**config.mk**
```make
export PLATFORM = sky130hd
export DESIGN_NAME = hsd_front
export DESIGN_NICKNAME = d
export VERILOG_FILES = /design/src/sv/huffman_stream_decoder_defines.svh /design/src/sv/hsd_pkg.sv /design/src/sv/hsd_front.sv
export SDC_FILE = /design/constraint.sdc
export NUM_CORES = 1
export LEC_CHECK = 0
export CAP_MARGIN = 25
export CORE_MARGIN = 4
export CORE_UTILIZATION = 60
export CTS_BUF_LIST = sky130_fd_sc_hd__clkbuf_16
export DETAILED_ROUTE_END_ITERATION = 16
export DONT_BUFFER_PORTS = 1
export HOLD_SLACK_MARGIN = 0.08
export PLACE_DENSITY = 0.76
export SYNTH_ARGS = -nofsm -noshare
export SYNTH_HDL_FRONTEND = slang
export SYNTH_SLANG_ARGS = --single-unit
```
**constraint.sdc**
```tcl
create_clock -name clock -period 3 [get_ports clock]
set_input_delay 0.6 -clock clock [delete_from_list [all_inputs] [get_ports clock]]
set_output_delay 0.6 -clock clock [all_outputs]
set_load 0.01 [all_outputs]
```
**src/sv/huffman_stream_decoder_defines.svh**
```systemverilog
// ----------------------------------------------------------------------------
// Huffman stream decoder assertion macros
// Concurrent check wrappers; they expand to nothing in synthesis.
// ----------------------------------------------------------------------------
`ifndef HUFFMAN_STREAM_DECODER_DEFINES_SVH
`define HUFFMAN_STREAM_DECODER_DEFINES_SVH

`ifndef SYNTHESIS
// cond holds at every clock edge outside reset
`define HSD_ASSERT_ALWAYS(label, clk, rst, cond, msg) \
   label: assert property (@(posedge clk) disable iff (rst) (cond)) else $error(msg);
// ante implies cons through a non-overlapping implication
`define HSD_ASSERT_NEXT(label, clk, rst, ante, cons, msg) \
   label: assert property (@(posedge clk) disable iff (rst) (ante) |=> (cons)) \
      else $error(msg);
`else
`define HSD_ASSERT_ALWAYS(label, clk, rst, cond, msg)
`define HSD_ASSERT_NEXT(label, clk, rst, ante, cons, msg)
`endif

`endif

```
**src/sv/hsd_pkg.sv**
```systemverilog
// ----------------------------------------------------------------------------
// Huffman stream decoder package
// Sizes, codes and channel types shared by the decoder modules.
// ----------------------------------------------------------------------------
package hsd_pkg;

   // tree store sizing
   localparam int NODE_COUNT   = 256;
   localparam int MAX_CODE_LEN = 32;
   localparam int SYMBOL_COUNT = 128;
   localparam int BYTE_BITS    = 8;
   localparam int QUEUE_DEPTH  = 2;

   localparam int NODE_W = $clog2(NODE_COUNT);
   localparam int USED_W = $clog2(NODE_COUNT + 1);
   localparam int ROW_W  = 2 * NODE_W;
   localparam int LEAF_W = $clog2(SYMBOL_COUNT);

   // field widths
   localparam int FUNC_W     = 2;
   localparam int SYM_W      = 7;
   localparam int LEN_W      = 6;
   localparam int CODE_W     = 32;
   localparam int CODE_IDX_W = $clog2(CODE_W);
   localparam int CNT_W      = 4;
   localparam int STATUS_W   = 2;
   localparam int OP_W       = 3;

   // func codes
   localparam logic [FUNC_W-1:0] FUNC_CLEAR  = 2'd0;
   localparam logic [FUNC_W-1:0] FUNC_LOAD   = 2'd1;
   localparam logic [FUNC_W-1:0] FUNC_DECODE = 2'd2;

   // status codes
   localparam logic [STATUS_W-1:0] ST_OK       = 2'd0;
   localparam logic [STATUS_W-1:0] ST_MISSING  = 2'd1;
   localparam logic [STATUS_W-1:0] ST_FULL     = 2'd2;
   localparam logic [STATUS_W-1:0] ST_TOO_LONG = 2'd3;

   // classified operations carried through the queue
   localparam logic [OP_W-1:0] OP_NONE   = 3'd0;
   localparam logic [OP_W-1:0] OP_CLEAR  = 3'd1;
   localparam logic [OP_W-1:0] OP_LOAD   = 3'd2;
   localparam logic [OP_W-1:0] OP_BADLEN = 3'd3;
   localparam logic [OP_W-1:0] OP_DECODE = 3'd4;

   typedef struct packed {
      logic [FUNC_W-1:0] func;
      logic [SYM_W-1:0]  symbol;
      logic [LEN_W-1:0]  code_len;
      logic [CODE_W-1:0] code_bits;
      logic [BYTE_BITS-1:0] data_byte;
      logic [CNT_W-1:0]  bit_count;
   } req_type;

   typedef struct packed {
      logic [SYM_W-1:0]    out_symbol;
      logic                symbol_valid;
      logic [STATUS_W-1:0] status;
      logic                last;
   } rsp_type;

   typedef struct packed {
      logic [OP_W-1:0]      op;
      logic [SYM_W-1:0]     symbol;
      logic [LEN_W-1:0]     code_len;
      logic [CODE_W-1:0]    code_bits;
      logic [BYTE_BITS-1:0] data_byte;
      logic [CNT_W-1:0]     bit_cnt;
   } cmd_type;

   typedef struct packed {
      logic [USED_W-1:0] nodes_used;
      logic [NODE_W-1:0] walk_node;
      logic              idle;
   } bk_status_type;

endpackage

```
**src/sv/hsd_front.sv**
```systemverilog
// ----------------------------------------------------------------------------
// Huffman stream decoder front end
// Accepts request transfers, classifies them and queues them for the back end.
// ----------------------------------------------------------------------------
module hsd_front (
   input  logic              clock,
   input  logic              reset,
   input  logic              req_valid,
   output logic              req_stall,
   input  hsd_pkg::req_type  req_data,
   output logic              cmd_valid,
   input  logic              cmd_pop,
   output hsd_pkg::cmd_type  cmd
);

   localparam int QPTR_W = (hsd_pkg::QUEUE_DEPTH > 1) ? $clog2(hsd_pkg::QUEUE_DEPTH) : 1;
   localparam int QCNT_W = $clog2(hsd_pkg::QUEUE_DEPTH + 1);

   hsd_pkg::cmd_type  queue_ff [hsd_pkg::QUEUE_DEPTH];
   hsd_pkg::cmd_type  item;
   logic [QPTR_W-1:0] wr_ptr_ff, wr_ptr_in;
   logic [QPTR_W-1:0] rd_ptr_ff, rd_ptr_in;
   logic [QCNT_W-1:0] count_ff, count_in;
   logic              push;

   function automatic logic [QPTR_W-1:0] next_ptr(input logic [QPTR_W-1:0] p);
      logic [QPTR_W-1:0] r;
      if (p == QPTR_W'(hsd_pkg::QUEUE_DEPTH - 1)) begin
         r = '0;
      end else begin
         r = p + 1'b1;
      end
      return r;
   endfunction

   // classify: fold length checks and bit count saturation in up front
   always_comb begin
      item           = '0;
      item.symbol    = req_data.symbol;
      item.code_len  = req_data.code_len;
      item.code_bits = req_data.code_bits;
      item.data_byte = req_data.data_byte;
      case (req_data.func)
         hsd_pkg::FUNC_CLEAR: begin
            item.op = hsd_pkg::OP_CLEAR;
         end
         hsd_pkg::FUNC_LOAD: begin
            if (req_data.code_len == '0 ||
                32'(req_data.code_len) > hsd_pkg::MAX_CODE_LEN) begin
               item.op = hsd_pkg::OP_BADLEN;
            end else begin
               item.op = hsd_pkg::OP_LOAD;
            end
         end
         hsd_pkg::FUNC_DECODE: begin
            item.op = hsd_pkg::OP_DECODE;
         end
         default: begin
            item.op = hsd_pkg::OP_NONE;
         end
      endcase
      if (32'(req_data.bit_count) > hsd_pkg::BYTE_BITS) begin
         item.bit_cnt = hsd_pkg::CNT_W'(hsd_pkg::BYTE_BITS);
      end else begin
         item.bit_cnt = req_data.bit_count;
      end
   end

   assign req_stall = (count_ff == QCNT_W'(hsd_pkg::QUEUE_DEPTH));
   assign push      = req_valid && !req_stall;
   assign cmd_valid = (count_ff != '0);
   assign cmd       = queue_ff[rd_ptr_ff];

   always_comb begin
      wr_ptr_in = push ? next_ptr(wr_ptr_ff) : wr_ptr_ff;
      rd_ptr_in = cmd_pop ? next_ptr(rd_ptr_ff) : rd_ptr_ff;
      count_in  = count_ff;
      if (push && !cmd_pop) begin
         count_in = count_ff + 1'b1;
      end else if (!push && cmd_pop) begin
         count_in = count_ff - 1'b1;
      end
   end

   always_ff @(posedge clock) begin
      if (reset) begin
         wr_ptr_ff <= '0;
         rd_ptr_ff <= '0;
         count_ff  <= '0;
      end else begin
         wr_ptr_ff <= wr_ptr_in;
         rd_ptr_ff <= rd_ptr_in;
         count_ff  <= count_in;
      end
      if (push) begin
         queue_ff[wr_ptr_ff] <= item;
      end
   end

endmodule

```
# Word level (Yosys, flattened, before mapping)
# Memories as Yosys holds them, arrays and structs flattened. A register that Yosys moved wholly into a read port is not among the register bits.
# Cells that the tools add are included.
# word_totals
regBits,4
latch_bits,0
mem_bits_rw,120
romBits,0
inputBits,63
output_inout_bits,62
word_cells,35
mem_count,1
# mem_list
name,words,width,rd,rd_ports_with_merged_regs,wr,line,text
queue_ff,2,60,1,1,1,hsd_front.sv:19,hsd_pkg::cmd_type queue_ff [hsd_pkg::QUEUE_DEPTH];
# op_classes
addsub,4
multipliers,0
n_div,0
magnitude_cmp,2
n_eq_ne,3
n_shift,0
n_mux,11
n_bitwise,0
reduce_logical,11
# op_table
operator,count
one-hot mux 3 bit (3 select lines),1
2-to-1 mux 1 bit,7
> comparator 6 bit (second input constant),1
zero test 6 bit,1
equality test 2 bit (second input constant),2
> comparator 4 bit (second input constant),1
2-to-1 mux 2 bit,2
2-to-1 mux 4 bit,1
nonzero test 2 bit,2
logical AND 1 bit,3
zero test 1 bit,3
adder 1 bit (second input constant),2
adder 2 x 1 -> 2 bit (second input constant),1
equality test 2 x 1 -> 1 bit (second input constant),1
zero test 2 bit,1
subtractor 2 x 1 -> 2 bit (second input constant),1
logical OR 1 bit,1

# Longest topological paths before layout
# Gate-level depths: netlist of run 1.
# logic_depth
depth_word,7
mapped_depth,6
ltp_nobuf,6

# Worst setup path before layout of run 1
# OpenSTA, ideal clock, no wires.
# synth_path
path_type,input port to flip-flop
start,input req_valid
end,"memory queue_ff[1][0] (netlist name), enable pin"
setup_ns,0.424
t_arrival_ns,2.201
required_time_ns,2.576
setup_slack_ns,0.375
cell_stages,3
n_path_buf,0
path_cell_list,inv_1 -> nor2_1 -> and2_1
# synth_via
elab_chain_cells,3
# synth_rtl
item,line,text
"start, declared",hsd_front.sv:8,"input logic req_valid,"
logical AND 1 bit,hsd_front.sv:70,assign push = req_valid && !req_stall;
2-to-1 mux 1 bit,hsd_front.sv:95,if (push) begin
2-to-1 mux 1 bit (implied by the code),hsd_front.sv:96,queue_ff[wr_ptr_ff] <= item;
"end, declared",hsd_front.sv:19,
# Every way passes these cells.

==> results.yml, run 1 <==
clock_tree:
  postCtsHoldBufs: 0
  cts_tree: "done"
  clock_latency_ns: 0.39
  cts.clk_slew.worst_paths_ns: 0.05
  post-cts-setup-buffer-count: 0
  root_buffer: "clkbuf_16"
  clk_path_buf_depth: 2
  cts_resized: 0
  htree_levels: 4
  cts_made_buffers: 17
  clock-sinks: 125
synth:
  yosysTopAreaCell: "edfxtp_1"
  yosysTopAreaCellShare_pct: 78.5
  ys_top_cells_by_area: "edfxtp_1 (78%), mux2_2 (15%), dfxtp_1 (2.2%)"
  synth_area_um2: 4590
  synth_cell_types: 19
  synthMuxAreaShare_pct: 14.7
  synthMostInstantiatedCell: "edfxtp_1"
  synthTopCellsByCount: "edfxtp_1 (120), mux2_2 (60), buf_2 (6), nor2b_1 (6), dfxtp_1 (5)"
  avgSynthCellArea_um2: 20.7
  synthFlopType: "edfxtp_1"
  yosys.area_share.xor_xnor_pct: 0.572
  synth-adder-area-share_pct: 0.272
  synth_async_sr_flop_share_pct: 0
  synth-edff-count: 120
  synth_seq_cells: 125
  postSynthCellCount: 222
  synth_top_family_by_area: "multiplexers"
  syn_nets: 286
  synth_compound_area_share_pct: 0.736
  synth_warnings: 0
  ys_seq_area_share_pct: 80.7
  synth-simple-area-share_pct: 1.99
sta:
  min_period_over_period_pct: 71.2
  worst_pin_slew_ns: 0.426
  slew_headroom_pct: 71.6
  final.setup.tns_ns: 0
  slew_violations: 0
  finalClockSkew_ns: 0.0117
  rsz0062_at_grt: "false"
  final.min_clock_period_ns: 2.14
  hold_viol: 0
  setup_viol: 0
  max_freq_mhz: 468
routing:
  drt_iter0_drc: 93
  drt-total-wl_um: 7260
  viasPerCell: 5.63
  drc: 0
  wire_per_inst_um: 20.7
  vias: 1975
  antenna_left: 0
  drt-pass1-iter-count: 4
worst_setup_path:
  max_stage_delay_ns: 0.43
  cp-end-kind: "output port"
  worstSetupPathType: "reg -> out"
  reg2regPathDepth: 4
  ff2ff_setup_slack_ns: 1.29
  critPathLaunchType: "flip-flop"
  cp.required_ns: 2.40
  worst_ep_arrival_time_ns: 1.54
  path_delay_family: "multiplexers"
  crit_slowest_cell: "mux2_2"
  path_max_fanout: 32
  path_cells: "buf_4 -> mux2_2"
  timing.rr.start: "count_ff[0]$_SDFFE_PP0P_"
  path_buf_inv: 1
  rr_endpoint: "queue_ff[0][26]$_DFFE_PP_"
finish:
  nFillCells: 411
  syn2layout_area_growth_pct: 17.0
  multi_input_comb_area_um2: 841
  final_nets: 303
  drive_above_1_share_pct: 39.7
  ff_latch_area_um2: 3700
  antennaDiodeCount: 0
global_routing:
  grt_pass1_wl_um: 10700
  grt_start_max_net_pins: 34
  grt_pass1_vias: 2044
  grtUsageTotal_pct: 16.6
  grt-ovfl-total: 0
  grt_antenna_before_repair: 0
pwr:
  p_per_area_nw_per_um2: 870
  power_mw: 4.67
  ir_drop_mv: 0.493
  static-leakage-power_nw: 1.80
run_status:
  status: "finished, final reports clean"
floorplanning:
  coreArea_um2: 7330
  start_util_pct: 62.6
  dieArea_um2: 9120
  pin_count: 125
  rows: 31
  die_w_um: 95.5
  die_h_um: 95.5
hold_path:
  min_path_cells: 1
  hold_class: "in -> reg"
  min_from: "reset"
placed_design:
  place_congestion: 0.750
  dpl.hpwl_um: 4830
  port_buffers: 0
flow_run:
  drv_cap: 0
==> cell type report <==
cell class / instances / area share [%]
Inverter: 3 / 0.210
Multi-Input combinational cell: 86 / 15.6
Sequential cell: 125 / 69.0
Clock inverter: 15 / 3.66
Clock buffer: 17 / 7.92
Timing Repair Buffer: 6 / 1.30
Tap cell: 99 / 2.31
==> power by group <==
group	leakage, nW	internal, mW	switching, mW
Clock	0.291	1.39	0.697
Combinational	0.343	0.163	0.270
Sequential	1.16	2.12	0.0399
==> registers in the layout, summed over array words and instances, names as in the netlist, named ones only <==
register	cells
count_ff	2
queue_ff	120
rd_ptr_ff	1
wr_ptr_ff	1
==> worst max-delay path by stage <==
stage,start,to,slack [ns],depth (start not counted)
2_1_floorplan,req_valid,queue_ff[1][0]$_DFFE_PP_,0.37,3
3_3_place_gp,req_valid,queue_ff[0][13]$_DFFE_PP_,1.19,4
3_5_place_dp,req_valid,queue_ff[0][13]$_DFFE_PP_,1.17,4
4_1_cts,flip-flop,cmd[59],0.84,2
5_1_grt,flip-flop,cmd[59],0.80,2
6_report,flip-flop,cmd[9],0.86,2
==> metal layers <==
| layer | wire (um) | up-vias | global-route usage [%] | part of all wire (%) |
|---|---|---|---|---|
| li1 | - | 901 | - | - |
| met1 | 2450 | 974 | 16.8 | 34 |
| met2 | 3830 | 92 | 27.3 | 53 |
| met3 | 930 | 8 | 10.2 | 13 |
| met4 | 58 | 0 | 7.11 | 0.80 |
| met5 | 0 | - | 0 | 0 |
==> stage by stage <==
stage	area (um^2)	utilization [%]	instances	setup WS [ns]	hold WS, ns
floorplan	4590	-	222	0.375	0.452
global placement	4750	64.8	319	1.19	0.463
detailed placement	4750	64.8	319	1.17	0.481
CTS	5370	73.3	351	0.842	0.251
global route	5370	73.3	351	0.797	0.244
finish	5370	73.3	351	0.863	0.261
==> logic make-up (layout without fill, tap and decap cells) <==
group | after synthesis | in the layout
AND/OR/NAND/NOR | 16 | 16
AO/OA/AOI/OAI | 6 | 6
buffers and inverters | 11 | 41
flip-flops | 125 | 125
adder cells (fa/ha/maj) | 1 | 1
multiplexers | 60 | 60
XOR/XNOR | 3 | 3
==> cells in the final DEF, fill, tap and decap left out, types with 2 or more instances in the layout <==
cell type,instances
or3_1,3
o21ai_0,2
inv_1,3
edfxtp_1,120
buf_4,4
bufinv_16,4
clkbuf_16,17
inv_6,2
a21oi_1,2
dfxtp_1,4
clkinvlp_4,5
xor2_1,2
nor2_1,4
nor2b_1,6
buf_12,2
mux2_2,60
No activity file was read; power rests on OpenSTA's default activity.
==> inputs of run 2 (changes only) <==
--- a/config.mk
+++ b/config.mk
@@ -5,6 +5,7 @@
 export SDC_FILE = /design/constraint.sdc
 export NUM_CORES = 1
 export LEC_CHECK = 0
+export ABC_AREA = 1
 export CAP_MARGIN = 25
 export CORE_MARGIN = 4
 export CORE_UTILIZATION = 60
==> constraint.sdc (replaced) <==
create_clock -name clock -period 2 [get_ports clock]
set_input_delay 0.4 -clock clock [delete_from_list [all_inputs] [get_ports clock]]
set_output_delay 0.4 -clock clock [all_outputs]
set_load 0.01 [all_outputs]
==> run 2 against run 1 <==
Cell area is 16% higher. Clock-buffer cell count stayed put. Combinational power rose by 86%. First-iteration DRC count shrank 18%. Area after synthesis is 7.9% higher. Core utilization increased by 5.9 points. Die area grew 7.2%. Via count up 20%. Worst hold slack lost 0.080 ns. Sequential share of layout area fell by 9.6 points. Register-to-register slack got worse by 0.87 ns. Largest cell class unchanged.
==> results.yml, run 2 <==
global_routing:
  grt_pass1_wl_um: 13200
  grt-ovfl-total: 0
  grtUsageTotal_pct: 18.2
  grt_start_max_net_pins: 39
  grt_antenna_before_repair: 0
  grt_pass1_vias: 2488
finish:
  antennaDiodeCount: 0
  fin_util_pct: 79.2
  layout_common_cells: "edfxtp_1 (120), dlygate4sd3_1 (69), mux2_4 (60)"
  drive_above_1_share_pct: 29.1
  regMostFlops: "queue_ff"
  layout_commonest_cell: "edfxtp_1"
  syn2layout_area_growth_pct: 26.1
  nFillCells: 419
  largestRegisters: "queue_ff (120), count_ff (2)"
  final_nets: 392
  largest_reg_flops: 120
routing:
  drt-total-wl_um: 8840
  vias: 2373
  drt_iter0_drc: 76
  drt-pass1-iter-count: 4
  viasPerCell: 5.37
  wire_per_inst_um: 20.0
  antenna_left: 0
  drc: 0
worst_setup_path:
  path_max_fanout: 22
  worstSetupPathType: "reg -> out"
  cp-end-kind: "output port"
  worst_ep_arrival_time_ns: 1.48
  ff2ff_setup_slack_ns: 0.42
  critPathLaunchType: "flip-flop"
  cp.required_ns: 1.60
  rr_endpoint: "count_ff[1]$_SDFFE_PP0P_"
  timing.rr.start: "count_ff[1]$_SDFFE_PP0P_"
  reg2regPathDepth: 9
synth:
  synth_top_family_by_area: "multiplexers"
  syn_nets: 306
  synth_compound_area_share_pct: 0.733
  synth_cell_types: 16
  synth-simple-area-share_pct: 2.25
  avgSynthCellArea_um2: 20.5
  yosys.area_share.xor_xnor_pct: 0.177
  synthMostInstantiatedCell: "edfxtp_1"
  synth_async_sr_flop_share_pct: 0
  synth-edff-count: 120
  ys_seq_area_share_pct: 74.8
  ys_top_cells_by_area: "edfxtp_1 (73%), mux2_4 (18%), buf_12 (2.4%)"
  yosysTopAreaCell: "edfxtp_1"
  synthTopCellsByCount: "edfxtp_1 (120), mux2_4 (60), nor2_1 (16), inv_1 (12), nand2_1 (11)"
  postSynthCellCount: 242
  yosysTopAreaCellShare_pct: 72.7
  synth_warnings: 0
  synth_area_um2: 4950
  synthFlopType: "edfxtp_1"
  synth-adder-area-share_pct: 0.253
  synth_seq_cells: 125
  synthMuxAreaShare_pct: 18.2
sta:
  final.min_clock_period_ns: 1.88
  hold_viol: 0
  min_period_over_period_pct: 94.1
  worst_pin_slew_ns: 0.442
  max_freq_mhz: 532
  finalClockSkew_ns: 0.0145
  slew_violations: 0
  rsz0062_at_grt: "false"
  slew_headroom_pct: 70.5
  final.setup.tns_ns: 0
  setup_viol: 0
  whs_ns: 0.181
floorplanning:
  die_h_um: 98.9
  rows: 32
  start_util_pct: 62.8
  dieArea_um2: 9770
  pin_count: 125
  die_w_um: 98.9
  coreArea_um2: 7890
pwr:
  p_comb_share_pct: 12.0
  p_clk_share_pct: 40.3
  power_frac_seq_pct: 47.7
  switchingPower_mw: 1.50
  internal-power_mw: 5.19
  static-leakage-power_nw: 2.34
  switching_share_pct: 22.4
  ir_drop_mv: 0.619
  p_per_area_nw_per_um2: 1070
run_status:
  status: "finished, final reports clean"
clock_tree:
  cts_tree: "done"
  clock_latency_ns: 0.40
  post-cts-setup-buffer-count: 0
  clock-sinks: 125
  cts_resized: 0
  cts_made_buffers: 17
  htree_levels: 4
  root_buffer: "clkbuf_16"
  clk_path_buf_depth: 2
  postCtsHoldBufs: 48
  cts.clk_slew.worst_paths_ns: 0.05
hold_path:
  min_from: "cmd_pop"
  min_path_cells: 2
  hold_class: "in -> reg"
placed_design:
  place_congestion: 0.709
  port_buffers: 0
  dpl.hpwl_um: 5270
flow_run:
  drv_cap: 0
==> run 2: cell count changes in the layout (fill, tap and decap cells not counted), sizes merged, moves of 3 or more <==
cell	previous run	this run
nor2b	6	0
or3	3	0
dlygate4sd3	0	69
bufinv	4	1
inv	6	14
nand2	0	11
nor2	4	16
clkinv	3	8
==> run 2: routing by layer <==
metal	track usage, %	wire, um	part of all wire, %	vias to the layer above
met2	31.9	4850	55	82
met1	18.5	3230	37	1195
met3	9.91	684	7.7	8
met5	0	0	0	-
met4	5.57	70	0.79	0
li1	-	-	-	1088
==> run 2: cell families after synthesis <==
kind of cell	count (synthesis)
compound gates	6
xor+xnor	1
fa+ha+maj	1
buf+inv	20
flops	125
mux	60
simple gates	29
==> run 2: worst max-delay path, cell delays in order (launching register included) <==
cell and delay [ns]:
dfxtp_4 0.35, buf_4 0.36, mux2_4 0.37
==> run 2: how the worst max path moves through the flow <==
stage / slack [ns] / depth (start not counted) / end / startpoint
after global placement: 0.54 / 2 / cmd[57] / flip-flop
final: 0.12 / 2 / cmd[0] / flip-flop
after floorplan: 0.18 / 3 / queue_ff[1][0]$_DFFE_PP_ / count_ff[1]$_SDFFE_PP0P_
after detailed placement: 0.45 / 9 / count_ff[1]$_SDFFE_PP0P_ / count_ff[1]$_SDFFE_PP0P_
after CTS: 0.1 / 2 / cmd[59] / flip-flop
after global routing: 0.05 / 2 / cmd[0] / flip-flop
==> run 2: cell type report <==
class	count	area [um^2]	share of cell area [%]
Sequential cell	125	3710	59.4
Clock buffer	17	425	6.81
Timing Repair Buffer	75	748	12.0
Clock inverter	14	108	1.72
Inverter	12	45.0	0.721
Tap cell	102	128	2.04
Multi-Input combinational cell	97	1080	17.4
==> run 2: per-stage QoR <==
stage	cells	total power, mW	instance area, um^2	worst slack, ns
5_1_grt	442	6.94	6250	0.0453
4_1_cts	421	6.70	6040	0.0987
6_report	442	6.69	6250	0.119
3_3_place_gp	342	3.90	5020	0.540
3_5_place_dp	342	3.93	5020	0.449
2_1_floorplan	242	3.84	4970	0.180
==> run 2: power groups by stage <==
stage	clock network, mW	logic (mW)	registers [mW]
5_1_grt	2.88	0.862	3.21
6_report	2.69	0.805	3.19
3_5_place_dp	0	0.685	3.24
4_1_cts	2.74	0.773	3.19
3_3_place_gp	0	0.676	3.23
2_1_floorplan	0	0.618	3.22
